File: src/rtl/bthp_pkg.sv
// Shared types and constants of the bootstrap tape header parser.
// Used by the summary interface and by every module of the block; depends on nothing.
package bthp_pkg;

	localparam int POSITION_BITS = 32;
	localparam int MAX_DIGITS    = 50;
	localparam int DIGIT_BITS    = 6;
	localparam int SEEN_BITS     = 3;
	localparam int OFFSET_BITS   = 32;
	localparam int PBYTES_BITS   = 17;

	localparam logic [POSITION_BITS-1:0] POS_MAX = '1;
	localparam logic [DIGIT_BITS-1:0] DIGIT_LIMIT = DIGIT_BITS'(MAX_DIGITS);

	localparam logic [6:0] CHAR_BANG  = 7'h21;
	localparam logic [6:0] CHAR_SLASH = 7'h2F;
	localparam logic [6:0] CHAR_CR    = 7'h0D;
	localparam logic [6:0] CHAR_ZERO  = 7'h30;
	localparam logic [6:0] CHAR_EIGHT = 7'h38;
	localparam logic [6:0] CHAR_NINE  = 7'h39;

	localparam logic [SEEN_BITS-1:0] SEEN_ADDR_CNT = 3'd4;
	localparam logic [SEEN_BITS-1:0] SEEN_CHECKSUM = 3'd6;
	localparam logic [SEEN_BITS-1:0] SEEN_VCOUNT   = 3'd7;
	localparam int MIN_FILE_BYTES = 8;
	localparam int HEADER_SLOTS   = 6;

	localparam logic PHASE_PREAMBLE = 1'b0;
	localparam logic PHASE_HEADER   = 1'b1;

	typedef struct packed {
		logic                     phase;
		logic [15:0]              acc;
		logic [DIGIT_BITS-1:0]    digit_count;
		logic                     stopped;
		logic [15:0]              start;
		logic [15:0]              pload;
		logic [15:0]              cr_value;
		logic [15:0]              boot;
		logic [POSITION_BITS-1:0] position;
		logic [47:0]              hdr;
		logic [SEEN_BITS-1:0]     hdr_seen;
		logic [7:0]               vcount;
	} parse_state_t;

	typedef struct packed {
		logic                   parse_ok;
		logic [15:0]            start_address;
		logic [15:0]            boot_address;
		logic [15:0]            load_address;
		logic [15:0]            words_in_block;
		logic                   wide_word_variant;
		logic [OFFSET_BITS-1:0] payload_offset;
		logic [PBYTES_BITS-1:0] payload_bytes;
	} summary_t;

endpackage

File: src/rtl/bthp_tape_if.sv
// Input channel of the tape header parser: one tape byte per request.
// Depends on nothing.
interface bthp_tape_if;
	logic       valid;
	logic       ready;
	logic [7:0] file_byte;
	logic       last_byte;

	modport source (output valid, output file_byte, output last_byte, input ready);
	modport sink (input valid, input file_byte, input last_byte, output ready);
endinterface

File: src/rtl/bthp_summary_if.sv
// Output channel of the tape header parser: one summary per file.
// Depends on bthp_pkg.
interface bthp_summary_if;
	import bthp_pkg::*;

	logic                   valid;
	logic                   ready;
	logic                   parse_ok;
	logic [15:0]            start_address;
	logic [15:0]            boot_address;
	logic [15:0]            load_address;
	logic [15:0]            words_in_block;
	logic                   wide_word_variant;
	logic [OFFSET_BITS-1:0] payload_offset;
	logic [PBYTES_BITS-1:0] payload_bytes;

	modport source (output valid, output parse_ok, output start_address, output boot_address,
		output load_address, output words_in_block, output wide_word_variant,
		output payload_offset, output payload_bytes, input ready);
	modport sink (input valid, input parse_ok, input start_address, input boot_address,
		input load_address, input words_in_block, input wide_word_variant,
		input payload_offset, input payload_bytes, output ready);
endinterface

File: src/rtl/bthp_parse.sv
// Parse state register and its per-byte update: preamble octal scan and header capture.
// Depends on bthp_pkg.
module bthp_parse (
	input  logic                  clk,
	input  logic                  arst_n,
	input  logic                  step,
	input  logic [7:0]            file_byte,
	input  logic                  last_byte,
	output bthp_pkg::parse_state_t cur,
	output bthp_pkg::parse_state_t nxt
);
	import bthp_pkg::*;

	parse_state_t state_q;
	logic [6:0]   ch;
	logic [15:0]  pl;
	logic         has_num;

	assign cur = state_q;
	assign ch = file_byte[6:0];
	assign has_num = (state_q.digit_count != '0);

	always_comb begin
		nxt = state_q;
		pl = state_q.pload;
		if (state_q.phase == PHASE_PREAMBLE) begin
			if (state_q.position != POS_MAX) begin
				nxt.position = state_q.position + POSITION_BITS'(1);
			end
			if (ch == CHAR_BANG) begin
				if (has_num) begin
					pl = state_q.acc;
				end
				nxt.pload = pl;
				nxt.boot = (pl == state_q.start) ? state_q.cr_value : pl;
				nxt.acc = '0;
				nxt.digit_count = '0;
				nxt.stopped = 1'b0;
				nxt.phase = PHASE_HEADER;
			end else if (ch == CHAR_SLASH) begin
				if (has_num) begin
					nxt.cr_value = state_q.acc;
					nxt.start = state_q.acc;
					if (state_q.pload == '0) begin
						nxt.pload = state_q.acc;
					end
				end
				nxt.acc = '0;
				nxt.digit_count = '0;
				nxt.stopped = 1'b0;
			end else if (ch >= CHAR_ZERO && ch <= CHAR_NINE) begin
				if (state_q.digit_count < DIGIT_LIMIT) begin
					nxt.digit_count = state_q.digit_count + DIGIT_BITS'(1);
					if (!state_q.stopped) begin
						if (ch >= CHAR_EIGHT) begin
							nxt.stopped = 1'b1;
						end else begin
							nxt.acc = {state_q.acc[12:0], ch[2:0]};
						end
					end
				end
			end else if (ch == CHAR_CR) begin
				if (has_num) begin
					nxt.cr_value = state_q.acc;
				end
				nxt.acc = '0;
				nxt.digit_count = '0;
				nxt.stopped = 1'b0;
			end
		end else begin
			for (int i = 0; i < HEADER_SLOTS; i++) begin
				if (state_q.hdr_seen == SEEN_BITS'(i)) begin
					nxt.hdr[(HEADER_SLOTS-1-i)*8 +: 8] = file_byte;
				end
			end
			if (state_q.hdr_seen == SEEN_CHECKSUM) begin
				nxt.vcount = file_byte;
			end
			if (state_q.hdr_seen != SEEN_VCOUNT) begin
				nxt.hdr_seen = state_q.hdr_seen + SEEN_BITS'(1);
			end
		end
	end

	always_ff @(posedge clk or negedge arst_n) begin
		if (!arst_n) begin
			state_q <= '0;
		end else if (step) begin
			if (last_byte) begin
				state_q <= '0;
			end else begin
				state_q <= nxt;
			end
		end
	end
endmodule

File: src/rtl/bthp_summary.sv
// Summary of a finished file: length checks, header decode and word variant detection.
// Depends on bthp_pkg.
module bthp_summary (
	input  bthp_pkg::parse_state_t st,
	output bthp_pkg::summary_t     res
);
	import bthp_pkg::*;

	logic [POSITION_BITS:0] total;
	logic                   big_enough;
	logic [15:0]            addr;
	logic [15:0]            cnt;

	assign total = {1'b0, st.position} + (POSITION_BITS+1)'(st.hdr_seen);
	assign big_enough = (st.position >= POSITION_BITS'(MIN_FILE_BYTES)) ||
		(total >= (POSITION_BITS+1)'(MIN_FILE_BYTES));
	assign addr = st.hdr[47:32];
	assign cnt = st.hdr[31:16];

	always_comb begin
		res = '0;
		if (st.phase == PHASE_HEADER && st.hdr_seen >= SEEN_ADDR_CNT && big_enough) begin
			res.parse_ok = 1'b1;
			res.start_address = st.start;
			res.boot_address = st.boot;
			res.load_address = addr;
			res.words_in_block = cnt;
			if (addr == '0 && cnt == '0) begin
				if (st.hdr_seen >= SEEN_CHECKSUM && st.hdr[15:0] == '0) begin
					res.wide_word_variant = 1'b1;
					if (st.hdr_seen == SEEN_VCOUNT) begin
						res.words_in_block = {8'h00, st.vcount};
						res.load_address = st.start;
						res.payload_offset = OFFSET_BITS'(st.position + POSITION_BITS'(7));
						res.payload_bytes = {7'b0, st.vcount, 2'b00};
					end
				end
			end else begin
				res.payload_offset = OFFSET_BITS'(st.position + POSITION_BITS'(4));
				res.payload_bytes = {cnt, 1'b0};
			end
		end
	end
endmodule

File: src/rtl/bootstrap_tape_header_parser.sv
// Bootstrap tape header parser, top level.
// Depends on bthp_pkg, bthp_tape_if, bthp_summary_if, bthp_parse and bthp_summary.
//
// Usage: the tape channel carries one byte of a tape image per request, with
// last_byte set on the final byte of a file. The summary channel carries one
// result per file, produced for the request that had last_byte set; no other
// request produces a result.
// Flow: an accepted byte is held in the input stage and updates the parse state
// when it leaves that stage; a final byte's summary is registered at that point.
// Throughput: one byte per cycle while no final byte waits behind an untaken summary.
// Stall: a pending summary does not stop the tape channel; only a final byte
// waiting behind an untaken summary holds the input stage, and then ready drops.
// Reset: arst_n clears the input and output valid flags and all parse
// state; the first byte after reset, and after each final byte, starts a new file.
module bootstrap_tape_header_parser (
	input  logic                  clk,
	input  logic                  arst_n,
	bthp_tape_if.sink             tape,
	bthp_summary_if.source        summary
);
	import bthp_pkg::*;

	logic         valid_s1;
	logic [7:0]   byte_s1;
	logic         last_s1;
	logic         adv_s1;
	logic         out_valid_q;
	summary_t     res_q;
	summary_t     res;
	parse_state_t cur;
	parse_state_t nxt;

	assign adv_s1 = valid_s1 && (!last_s1 || !out_valid_q || summary.ready);
	assign tape.ready = !valid_s1 || adv_s1;

	bthp_parse u_parse (
		.clk       (clk),
		.arst_n    (arst_n),
		.step      (adv_s1),
		.file_byte (byte_s1),
		.last_byte (last_s1),
		.cur       (cur),
		.nxt       (nxt)
	);

	bthp_summary u_summary (
		.st  (nxt),
		.res (res)
	);

	always_ff @(posedge clk or negedge arst_n) begin
		if (!arst_n) begin
			valid_s1 <= 1'b0;
		end else if (tape.ready) begin
			valid_s1 <= tape.valid;
		end
	end

	always_ff @(posedge clk) begin
		if (tape.valid && tape.ready) begin
			byte_s1 <= tape.file_byte;
			last_s1 <= tape.last_byte;
		end
	end

	always_ff @(posedge clk or negedge arst_n) begin
		if (!arst_n) begin
			out_valid_q <= 1'b0;
		end else begin
			if (out_valid_q && summary.ready) begin
				out_valid_q <= 1'b0;
			end
			if (adv_s1 && last_s1) begin
				out_valid_q <= 1'b1;
			end
		end
	end

	always_ff @(posedge clk) begin
		if (adv_s1 && last_s1) begin
			res_q <= res;
		end
	end

	assign summary.valid = out_valid_q;
	assign summary.parse_ok = res_q.parse_ok;
	assign summary.start_address = res_q.start_address;
	assign summary.boot_address = res_q.boot_address;
	assign summary.load_address = res_q.load_address;
	assign summary.words_in_block = res_q.words_in_block;
	assign summary.wide_word_variant = res_q.wide_word_variant;
	assign summary.payload_offset = res_q.payload_offset;
	assign summary.payload_bytes = res_q.payload_bytes;

	a_hold_final: assert property (@(posedge clk) disable iff (!arst_n)
		(valid_s1 && last_s1 && out_valid_q && !summary.ready) |-> !tape.ready)
		else $error("final byte advanced over an untaken summary");

	a_new_file: assert property (@(posedge clk) disable iff (!arst_n)
		(adv_s1 && last_s1) |=> (cur.phase == PHASE_PREAMBLE && cur.position == '0 &&
		cur.hdr_seen == '0))
		else $error("parse state not cleared after a final byte");

	a_fail_zero: assert property (@(posedge clk) disable iff (!arst_n)
		(summary.valid && !summary.parse_ok) |-> (summary.payload_offset == '0 &&
		summary.payload_bytes == '0 && summary.wide_word_variant == 1'b0 &&
		summary.boot_address == '0))
		else $error("failed summary carries nonzero fields");

	a_wide_bytes: assert property (@(posedge clk) disable iff (!arst_n)
		(summary.valid && summary.wide_word_variant) |-> (summary.payload_bytes[1:0] == 2'b00))
		else $error("word variant byte count not a multiple of four");
endmodule

File: src/flat_wrapper.sv
// flat-port wrapper written by rule: the top's interface ports become plain ports
module bootstrap_tape_header_parser_flat import bthp_pkg::*;
  (clk, arst_n, tape_valid, tape_file_byte, tape_last_byte, tape_ready, summary_valid, summary_parse_ok, summary_start_address, summary_boot_address, summary_load_address, summary_words_in_block, summary_wide_word_variant, summary_payload_offset, summary_payload_bytes, summary_ready);
  bthp_tape_if tape_i ();
  bthp_summary_if summary_i ();
  input  logic clk;
  input  logic arst_n;
  input wire logic [$bits(tape_i.valid)-1:0] tape_valid;
  input wire logic [$bits(tape_i.file_byte)-1:0] tape_file_byte;
  input wire logic [$bits(tape_i.last_byte)-1:0] tape_last_byte;
  output wire logic [$bits(tape_i.ready)-1:0] tape_ready;
  output wire logic [$bits(summary_i.valid)-1:0] summary_valid;
  output wire logic [$bits(summary_i.parse_ok)-1:0] summary_parse_ok;
  output wire logic [$bits(summary_i.start_address)-1:0] summary_start_address;
  output wire logic [$bits(summary_i.boot_address)-1:0] summary_boot_address;
  output wire logic [$bits(summary_i.load_address)-1:0] summary_load_address;
  output wire logic [$bits(summary_i.words_in_block)-1:0] summary_words_in_block;
  output wire logic [$bits(summary_i.wide_word_variant)-1:0] summary_wide_word_variant;
  output wire logic [$bits(summary_i.payload_offset)-1:0] summary_payload_offset;
  output wire logic [$bits(summary_i.payload_bytes)-1:0] summary_payload_bytes;
  input wire logic [$bits(summary_i.ready)-1:0] summary_ready;
  assign tape_i.valid = tape_valid;
  assign tape_i.file_byte = tape_file_byte;
  assign tape_i.last_byte = tape_last_byte;
  assign tape_ready = tape_i.ready;
  assign summary_valid = summary_i.valid;
  assign summary_parse_ok = summary_i.parse_ok;
  assign summary_start_address = summary_i.start_address;
  assign summary_boot_address = summary_i.boot_address;
  assign summary_load_address = summary_i.load_address;
  assign summary_words_in_block = summary_i.words_in_block;
  assign summary_wide_word_variant = summary_i.wide_word_variant;
  assign summary_payload_offset = summary_i.payload_offset;
  assign summary_payload_bytes = summary_i.payload_bytes;
  assign summary_i.ready = summary_ready;
  bootstrap_tape_header_parser u_core (.clk(clk), .arst_n(arst_n), .tape(tape_i), .summary(summary_i));
endmodule
File: config.mk
export PLATFORM = sky130hd
export DESIGN_NAME = bootstrap_tape_header_parser_flat
export DESIGN_NICKNAME = d
export VERILOG_FILES = /design/src/rtl/bthp_pkg.sv /design/src/rtl/bthp_tape_if.sv /design/src/rtl/bthp_summary_if.sv /design/src/rtl/bthp_parse.sv /design/src/rtl/bthp_summary.sv /design/src/rtl/bootstrap_tape_header_parser.sv /design/src/flat_wrapper.sv
export SDC_FILE = /design/constraint.sdc
export NUM_CORES = 1
export LEC_CHECK = 0
export ABC_CLOCK_PERIOD_IN_PS = 3900
export BUFFER_PORTS_ARGS = -buffer_cell sky130_fd_sc_hd__buf_2
export CAP_MARGIN = 20
export CORE_MARGIN = 2
export CORE_UTILIZATION = 55
export DETAILED_ROUTE_END_ITERATION = 6
export PLACE_DENSITY = 0.87
export SLEW_MARGIN = 40
export SYNTH_ARGS = -nofsm -noshare
export SYNTH_HDL_FRONTEND = slang
export SYNTH_SLANG_ARGS = --single-unit
File: constraint.sdc
create_clock -name clk -period 3.9 [get_ports clk]
set_input_delay 0.78 -clock clk [delete_from_list [all_inputs] [get_ports clk]]
set_output_delay 0.78 -clock clk [all_outputs]
set_load 0.01 [all_outputs]
# ---- After elaboration in Yosys (flattened, before gate mapping)
# Cells that the tools add are included.
dict set report classes {
  n_addsub 6
  n_lt_le_gt_ge 8
  n_eq_ne 21
  muxes 45
  n_reduce_logical 34
}
# cell count
set ops {}
lappend ops {{2-to-1 mux 16 bit} 15}
lappend ops {{2-to-1 mux 179 bit} 1}
lappend ops {{2-to-1 mux 120 bit} 1}
lappend ops {{2-to-1 mux 115 bit} 1}
lappend ops {{2-to-1 mux 23 bit} 5}
lappend ops {{2-to-1 mux 49 bit} 2}
lappend ops {{2-to-1 mux 32 bit} 3}
lappend ops {{2-to-1 mux 82 bit} 1}
lappend ops {{adder 32 x 3 -> 32 bit (second input constant)} 2}
lappend ops {{logical NOT 16 bit} 4}
lappend ops {{2-to-1 mux 59 bit} 1}
lappend ops {{2-to-1 mux 8 bit} 7}
lappend ops {{2-to-1 mux 48 bit} 1}
lappend ops {{adder 32 x 3 -> 33 bit} 1}
lappend ops {{greater-or-equal comparator 33 x 4 -> 1 bit (second input constant)} 1}
lappend ops {{2-to-1 mux 33 bit} 1}
lappend ops {{adder 32 x 1 -> 32 bit (second input constant)} 1}
lappend ops {{greater-or-equal comparator 32 x 4 -> 1 bit (second input constant)} 1}
lappend ops {{!= test 32 bit (second input constant)} 1}
lappend ops {{== test 16 bit} 1}
lappend ops {{== test 7 x 6 -> 1 bit (second input constant)} 2}
lappend ops {{greater-or-equal comparator 7 x 6 -> 1 bit (second input constant)} 2}
lappend ops {{== test 3 bit (second input constant)} 4}
lappend ops {{nonzero test 3 bit} 4}
lappend ops {{other kinds (29)} 51}
dict set report word_totals {
  regBits 305
  output_inout_bits 117
  word_cells 139
}

# ---- Depth between registers and ports, before layout
# Gate-level depths: netlist of the first run.
dict set report logic_depth {
  word_depth 13
  ltp_mapped 18
  ltp_nobuf 13
}

# ---- Cells and area by module
# A second synthesis of the first run with hierarchy kept.
dict set report hier_totals {
  hier_cells 1710
  area_unflattened_um2 17274.1
}
# module n_inst cells_each area_each_um2
set by_module_without_submodules {}
lappend by_module_without_submodules {bthp_parse 1 1142 11001.8}
lappend by_module_without_submodules {bootstrap_tape_header_parser 1 134 3829.9}
lappend by_module_without_submodules {bthp_summary 1 434 2442.3}

# ---- Least setup slack after synthesis of the first run
# OpenSTA, ideal clock, no wires.
dict set report synth_timing {
  path_kind {in2reg}
  start {input port summary_ready}
  end {register u_core.res_q (netlist bit u_core.summary.boot_address[0]) (enable)}
  setup_time_ns 0.489
  arrival_time_ns 3.655
  t_required_ns 3.411
  path_slack_ns -0.245
  path_stages 3
  path_buffers 0
  cell_sequence {inv_1 -> nand3_1 -> and3_1}
}
dict set report synth_via {
  elab_chain_cells 3
}
# element line_no
set synth_lines {}
lappend synth_lines {{from (decl)} flat_wrapper.sv:21} ;# input wire logic [$bits(summary_i.ready)-1:0] summary_ready;
lappend synth_lines {{logical OR 1 bit} bootstrap_tape_header_parser.sv:33} ;# assign adv_s1 = valid_s1 && (!last_s1 || !out_valid_q || summary.ready);
lappend synth_lines {{logical AND 1 bit} bootstrap_tape_header_parser.sv:33}
lappend synth_lines {{logical AND 1 bit} bootstrap_tape_header_parser.sv:80} ;# if (adv_s1 && last_s1) begin
lappend synth_lines {{to (signal assigned)} bootstrap_tape_header_parser.sv:81} ;# res_q <= res;
lappend synth_lines {{to (decl)} bootstrap_tape_header_parser.sv:28} ;# summary_t res_q;
# No other way between the ends.
# A chain may end at the register's enable or synchronous reset.

# ---- Final worst setup path of the first run
dict set report layout_timing {
  start {register u_core.u_parse.state_q (netlist bit u_core.u_parse.cur[59])}
  end {register u_core.res_q (netlist bit u_core.summary.start_address[7]), data pin}
}
dict set report layout_via {
  elab_chain_cells 7
  word_cells_on_any_way 9
}
# element line_no
set layout_lines {}
lappend layout_lines {{from (decl)} bthp_parse.sv:14} ;# parse_state_t state_q;
lappend layout_lines {{from (signal assigned)} bthp_parse.sv:92} ;# state_q <= nxt;
lappend layout_lines {{adder 32 x 1 -> 32 bit / != test 32 bit (equally long branches)} {bthp_parse.sv:28, bthp_parse.sv:27}}
lappend layout_lines {{2-to-1 mux 32 bit} bthp_parse.sv:27} ;# if (state_q.position != POS_MAX) begin
lappend layout_lines {{2-to-1 mux 120 bit *} bthp_parse.sv:26} ;# if (state_q.phase == PHASE_PREAMBLE) begin
lappend layout_lines {{adder 32 x 3 -> 33 bit} bthp_summary.sv:14} ;# assign total = {1'b0, st.position} + (POSITION_BITS+1)'(st.hdr_seen);
lappend layout_lines {{greater-or-equal comparator 33 x 4 -> 1 bit} bthp_summary.sv:16} ;# (total >= (POSITION_BITS+1)'(MIN_FILE_BYTES));
lappend layout_lines {{logical OR 1 bit *} bthp_summary.sv:15} ;# assign big_enough = (st.position >= POSITION_BITS'(MIN_FILE_BYTES)) ||
lappend layout_lines {{logical AND 1 bit *} bthp_summary.sv:22} ;# if (st.phase == PHASE_HEADER && st.hdr_seen >= SEEN_ADDR_CNT && big_enough) begin
# Mark *: on every way between the ends. The rest lies on a longest branch, timed or not. The select of a mux whose other input is x is not followed.

==> results.toml, run 1 <==
[run_status]
run_status = "finished with violations"
failed_checks = "DRC"

[sta]
worst_slew_margin_relative_to_its_limit = 0.510
hold_viol = 0
finalCritPeriodShare = 0.981
setup_violations = 0
maxClockFrequency_mhz = 261
period_minus_slack_ns = 3.83
max_slew.worst_pin.slew_ns = 0.733
max_slew_violations = 0
clock-skew-final_ns = 0.0223
hold-worst-slack_ns = 0.0234

[pwr]
peakVddDrop_mv = 0.351
combinationalPowerShare = 0.176
clkPwrFrac = 0.377
sequentialPowerShare = 0.447
powerDensity_nw_per_um2 = 393
cellInternalPower_mw = 5.67
swShare = 0.288
switchingPower_mw = 2.29
power.leakage_nw = 8.37

[placement]
number_of_port_buffers = 128
post-dp-hpwl_um = 36800
place_inst = 2353
gpl.final_weighted_congestion = 0.968

[drt]
dr.first_iter.drc_count = 2367
wirelength_um = 53200
post-route-drc-count = 32
drt-wirelength-per-cell_um = 21.9
via_count = 15800
route.detailed.vias_per_inst = 6.49
drt-pass1-iter-count = 7
route.antenna.remaining_nets = 0

[synthesis]
netlist_area_um2 = 16800
predominant_post_synthesis_flop_cell = "sky130_fd_sc_hd__dfrtp_1"
synth.distinct_cells = 87
post-synth-top-area-cell = "sky130_fd_sc_hd__dfrtp_1"
post_synth_edffs = 123
netlist_instances = 1784
post_syn_nets = 1809
netlist_top_cells_area = "sky130_fd_sc_hd__dfrtp_1, sky130_fd_sc_hd__edfxtp_1, sky130_fd_sc_hd__nand2_1"
synthesis.yosys.warnings = 0
async_flop_share = 0.595
synth.ff_latch_count = 304
synthesis.area_per_instance_um2 = 9.43
fraction_of_the_yosys_area_taken_by_sequential_cells = 0.489
post-synth-top-area-fraction = 0.269

[critical_path]
timing_worst_setup_path_type = "reg -> reg"
critical_path_fanouts_max = 24
cp-end-kind = "register"
worst-endpoint-arrival_ns = 4.15
required_time_of_the_critical_path_ns = 4.22
worstSetupStartpointType = "register"

[grt]
first_global_vias = 15000
grt_max_degree = 97
grt_pass1_wl_um = 81800
antenna_found_initial = 0
gr-total-overflow = 0
grt_util_all_layers = 0.326

[clocking]
clkLatencyLatePin_ns = 0.59
root_buffer = "sky130_fd_sc_hd__clkbuf_16"
cts_hold_buffers = 0
clk_pin_slew_worst_paths_ns = 0.07
cts_max_level = 1
number_of_buffers_created_by_cts = 31
tritoncts = "built"
max-clock-path-buffers = 3
cts.sinks = 304

[final_layout]
insertedDiodeCount = 0
finalNonFillerCells = 2430
layout.filler_cells = 2292
final_common_cell = "sky130_fd_sc_hd__nand2_1"
final_core_utilization = 0.668
layout-drive-gt1-share = 0.230
nNetsFinal = 2034
layout-area-overhead-vs-synth_pct = 20.6
layout.cells.most_common_list = "sky130_fd_sc_hd__nand2_1, sky130_fd_sc_hd__buf_4, sky130_fd_sc_hd__o21ai_0, sky130_fd_sc_hd__dfrtp_1, sky130_fd_sc_hd__buf_2"

[die]
die_height_um = 179
fp-row-count = 64
core_region_area_um2 = 30300
die_area_um2 = 32000
pin_count = 130
initial_utilization = 0.554
die_x_um = 179

[run]
maxCapViolations = 0

[hold_path]
hold_path.class = "in -> async"
-- sequential cells by signal (all words and copies together) (netlist names) --
signal	flops
u_core.summary.load_address	16
u_core.summary.parse_ok	1
u_core.last_s1	1
u_core.summary.start_address	16
u_core.valid_s1	1
u_core.summary.valid	1
u_core.summary.words_in_block	16
u_core.summary.wide_word_variant	1
u_core.summary.payload_bytes	16
u_core.byte_s1	8
u_core.u_parse.cur	179
u_core.summary.payload_offset	32
u_core.summary.boot_address	16
-- critical path, cell delays in order, from the launching register on --
cell and delay (ns):
sky130_fd_sc_hd__dfrtp_1 0.36, sky130_fd_sc_hd__buf_4 0.20, sky130_fd_sc_hd__nand4_1 0.16, sky130_fd_sc_hd__or4_4 0.56, sky130_fd_sc_hd__or4_1 0.53, sky130_fd_sc_hd__o21ai_1 0.17
sky130_fd_sc_hd__and2_1 0.16, sky130_fd_sc_hd__nand3_1 0.14, sky130_fd_sc_hd__or3_4 0.41, sky130_fd_sc_hd__o31ai_4 0.41, sky130_fd_sc_hd__buf_6 0.21, sky130_fd_sc_hd__buf_12 0.16
sky130_fd_sc_hd__nor2_1 0.07
-- repair_timing --
action / CTS / global route
gates resized for setup: 3 / 40
cloned: 0 / 2
pin swaps: 0 / 7
buffers inserted: 0 / 16
endpoints found under the setup margin: 7 / 108
-- worst paths after layout --
| path | from | endpoint | slack, ns | cells after the start |
|---|---|---|---|---|
| worst min-delay path | arst_n | u_core.u_parse.cur[16] | 0.02 | 1 |
| min in group clk | tape_file_byte[2] | u_core.byte_s1[2] | 0.36 | 1 |
| worst max-delay path | u_core.u_parse.cur[59] | u_core.summary.start_address[7] | 0.07 | 12 |
| worst max register to register | u_core.u_parse.cur[59] | u_core.summary.start_address[7] | 0.07 | 12 |
| max in group asynchronous | arst_n | u_core.u_parse.cur[90] | 2.89 | 3 |
| worst min register to register | u_core.u_parse.cur[114] | u_core.u_parse.cur[114] | 0.48 | 2 |
-- area by class of cell --
type	count	area, µm²	share of cell area
Clock inverter	9	67.6	0.00333
Inverter	23	86.3	0.00426
Multi-Input combinational cell	1322	8130	0.401
Sequential cell	304	8230	0.406
Clock buffer	49	967	0.0477
Timing Repair Buffer	327	2300	0.113
Tap cell	396	495	0.0244
-- power by group through the flow --
stage	registers, mW	clock network, mW	logic [mW]
2_1_floorplan	3.62	0	0.752
3_3_place_gp	3.61	0	1.28
3_5_place_dp	3.61	0	1.31
4_1_cts	3.55	3.03	1.32
5_1_grt	3.57	3.16	1.51
6_report	3.56	3.01	1.40
-- stage by stage --
step	total power [mW]	setup slack, ns	TNS [ns]	area (µm²)
finish	7.97	0.0726	0	20300
global route	8.24	-0.0121	-0.0189	20300
CTS	7.90	0.0164	0	19900
detailed placement	4.92	-0.00481	-0.00481	18900
global placement	4.89	-0.0104	-0.0206	18900
floorplan	4.37	0.000642	0	16800
-- cells by family (layout without fill, tap and decap cells) --
| kind of cell | after synthesis | count (layout) | synth area share |
|---|---|---|---|
| other | 1 | 1 | 0.000223 |
| buffers and inverters | 158 | 408 | 0.0394 |
| multiplexers | 88 | 88 | 0.0540 |
| AND/OR/NAND/NOR | 676 | 676 | 0.198 |
| flip-flops | 304 | 304 | 0.489 |
| AO/OA/AOI/OAI | 491 | 491 | 0.182 |
| XOR/XNOR | 54 | 54 | 0.0281 |
| adder cells (fa/ha/maj) | 12 | 12 | 0.00937 |
-- synthesized netlist by cell type, types with 20 or more instances --
cell and instances:
sky130_fd_sc_hd__nand2_1 277, sky130_fd_sc_hd__a21oi_1 107, sky130_fd_sc_hd__nor4_1 40, sky130_fd_sc_hd__a31oi_1 26, sky130_fd_sc_hd__o21ai_0 177, sky130_fd_sc_hd__a22oi_1 45, sky130_fd_sc_hd__nand4_1 32, sky130_fd_sc_hd__nor3_1 30
sky130_fd_sc_hd__nor2_1 115, sky130_fd_sc_hd__nand3_1 34, sky130_fd_sc_hd__edfxtp_1 123, sky130_fd_sc_hd__clkbuf_1 90, sky130_fd_sc_hd__dfrtp_1 181, sky130_fd_sc_hd__xnor2_1 35, sky130_fd_sc_hd__inv_1 21, sky130_fd_sc_hd__mux2i_1 66
sky130_fd_sc_hd__and3_1 20, sky130_fd_sc_hd__mux2_2 22, sky130_fd_sc_hd__buf_2 26
-- layer usage --
layer  global-route usage  vias up  wire length (µm)
li1                     -     7008                 -
met2                0.531      996             25200
met5                    0        -                 0
met4                0.128        0              2180
met3               0.0511      184              5010
met1                0.437     7583             20700
Power figures use the tool's default switching activity.
==> inputs of run 2 (changes only) <==
- CORE_UTILIZATION: 55 -> 57
- CTS_BUF_LIST: unset -> sky130_fd_sc_hd__clkbuf_8
- PLACE_DENSITY: 0.87 -> 0.89
==> results.toml, run 2 (synthesis gave the netlist of run 1 again) <==
[run_status]
run_status = "finished clean"

[critical_path]
worst-endpoint-arrival_ns = 4.15
cp-end-kind = "register"
worstSetupStartpointType = "register"
timing_worst_setup_path_type = "reg -> reg"
critical_path_fanouts_max = 6
worst-r2r-cell-count = 15
required_time_of_the_critical_path_ns = 4.22

[hold_path]
hold_path.class = "in -> async"

[clocking]
cts.sinks = 304
max-clock-path-buffers = 3
clkLatencyLatePin_ns = 0.60
clk_pin_slew_worst_paths_ns = 0.07
tritoncts = "built"
root_buffer = "sky130_fd_sc_hd__clkbuf_8"
cts_max_level = 2
number_of_buffers_created_by_cts = 49

[grt]
grt_pass1_wl_um = 83100
antenna_found_initial = 0
grt_max_degree = 82
gr-total-overflow = 0
grt_util_all_layers = 0.340
first_global_vias = 15100

[final_layout]
nNetsFinal = 2065
largest_register_ff_count = 179
layout-area-overhead-vs-synth_pct = 20.3
finalNonFillerCells = 2464
final_common_cell = "sky130_fd_sc_hd__nand2_1"
layout.cells.most_common_list = "sky130_fd_sc_hd__nand2_1, sky130_fd_sc_hd__buf_4, sky130_fd_sc_hd__dfrtp_1, sky130_fd_sc_hd__o21ai_0, sky130_fd_sc_hd__buf_2"
insertedDiodeCount = 0
regArea_um2 = 8220
layout-drive-gt1-share = 0.234
multiInputGateArea_um2 = 8120
final_core_utilization = 0.701
layout.filler_cells = 2161

[sta]
period_minus_slack_ns = 3.83
hold_viol = 0
worst_slew_margin_relative_to_its_limit = 0.457
finalCritPeriodShare = 0.981
max_slew.worst_pin.slew_ns = 0.807
setup_violations = 0
maxClockFrequency_mhz = 261
clock-skew-final_ns = 0.0335
max_slew_violations = 0
hold-worst-slack_ns = 0.0324
timing.final.ws_setup_ns = 0.0723

[pwr]
powerDensity_nw_per_um2 = 377
combinationalPowerShare = 0.181
swShare = 0.303
switchingPower_mw = 2.31
clkPwrFrac = 0.351
sequentialPowerShare = 0.467
peakVddDrop_mv = 0.296
power.leakage_nw = 8.49
cellInternalPower_mw = 5.32

[drt]
drt-wirelength-per-cell_um = 22.1
post-route-drc-count = 0
wirelength_um = 54400
route.antenna.remaining_nets = 0
via_count = 16100
route.detailed.vias_per_inst = 6.53
dr.first_iter.drc_count = 2491
drt-pass1-iter-count = 6

[placement]
gpl.final_weighted_congestion = 1.00
number_of_port_buffers = 128
dp_slack_ns = 0.0758
place_inst = 2362
post-dp-hpwl_um = 37300

[die]
pin_count = 130
core_region_area_um2 = 28900
die_x_um = 176
fp-row-count = 62
initial_utilization = 0.583
die_area_um2 = 30900
die_height_um = 176

[run]
maxCapViolations = 0
run 2: cell types whose count changed in the layout (fill, tap and decap cells not counted), moves of 7 or more:
| cell | before | now |
|---|---|---|
| sky130_fd_sc_hd__buf_4 | 187 | 202 |
| sky130_fd_sc_hd__clkbuf_1 | 9 | 0 |
| sky130_fd_sc_hd__clkbuf_16 | 36 | 2 |
| sky130_fd_sc_hd__clkbuf_8 | 6 | 51 |
| sky130_fd_sc_hd__dfrtp_1 | 173 | 180 |
| sky130_fd_sc_hd__dfrtp_2 | 8 | 1 |
| sky130_fd_sc_hd__inv_1 | 21 | 41 |
run 2: area by class of cell:
class	count	share of cell area
inverters	23	0.00427
flip-flops and latches	304	0.406
clock inverters	40	0.0116
clock buffers	51	0.0347
multi-input cells	1322	0.401
repair buffers	340	0.118
well taps	384	0.0237
run 2: power groups by stage:
stage          Combinational (mW)  Clock (mW)  Sequential (mW)
2_1_floorplan               0.752           0             3.62
3_3_place_gp                 1.28           0             3.61
3_5_place_dp                 1.31           0             3.62
4_1_cts                      1.32        2.68             3.56
5_1_grt                      1.48        2.84             3.57
6_report                     1.38        2.68             3.56
run 2: critical path, stage by stage, from the launching register on:
cell and delay, ns:
sky130_fd_sc_hd__dfrtp_1 0.39, sky130_fd_sc_hd__ha_1 0.21, sky130_fd_sc_hd__and4_1 0.20, sky130_fd_sc_hd__and4_2 0.27, sky130_fd_sc_hd__buf_4 0.15, sky130_fd_sc_hd__buf_4 0.15, sky130_fd_sc_hd__a211oi_2 0.26, sky130_fd_sc_hd__xor2_1 0.44
sky130_fd_sc_hd__nand4_1 0.21, sky130_fd_sc_hd__buf_4 0.22, sky130_fd_sc_hd__nor4_2 0.36, sky130_fd_sc_hd__buf_4 0.18, sky130_fd_sc_hd__buf_4 0.13, sky130_fd_sc_hd__o22ai_1 0.08, sky130_fd_sc_hd__o21ai_0 0.22, sky130_fd_sc_hd__a21oi_1 0.10
run 2: through the flow:
| step | TNS, ns | cell area (µm²) | total power, mW |
|---|---|---|---|
| global placement | 0 | 19000 | 4.88 |
| CTS | 0 | 19900 | 7.56 |
| floorplan | 0 | 16800 | 4.37 |
| detailed placement | 0 | 19000 | 4.92 |
| global route | -0.0456 | 20200 | 7.89 |
| finish | 0 | 20200 | 7.63 |
run 2: path summary, 6_finish.rpt:
check                                                     to  slack (ns)               startpoint
max                        u_core.summary.payload_offset[17]        0.07   u_core.u_parse.cur[59]
min                                   u_core.u_parse.cur[57]        0.03                   arst_n
max reg2reg                u_core.summary.payload_offset[17]        0.07   u_core.u_parse.cur[59]
min reg2reg                          u_core.u_parse.cur[106]        0.48  u_core.u_parse.cur[106]
max in group asynchronous             u_core.u_parse.cur[84]        3.13                   arst_n
min in group clk                           u_core.byte_s1[2]        0.36        tape_file_byte[2]
run 2: routing by layer:
metal  global-route usage  share of wire  vias up  wire length [µm]
met4                0.121          0.043        0              2350
met1                0.444           0.39     7700             21000
met2                0.562           0.47     1075             25800
met5                    0              0        -                 0
li1                     -              -     7087                 -
met3               0.0727          0.097      221              5290
run 2: repair_timing:
action                                 in CTS  in global routing
endpoints found under the hold margin       0                  0
setup endpoints to repair                   0                109
setup buffers                               0                  8
gates resized for setup                     0                 28
hold buffers                                0                  0
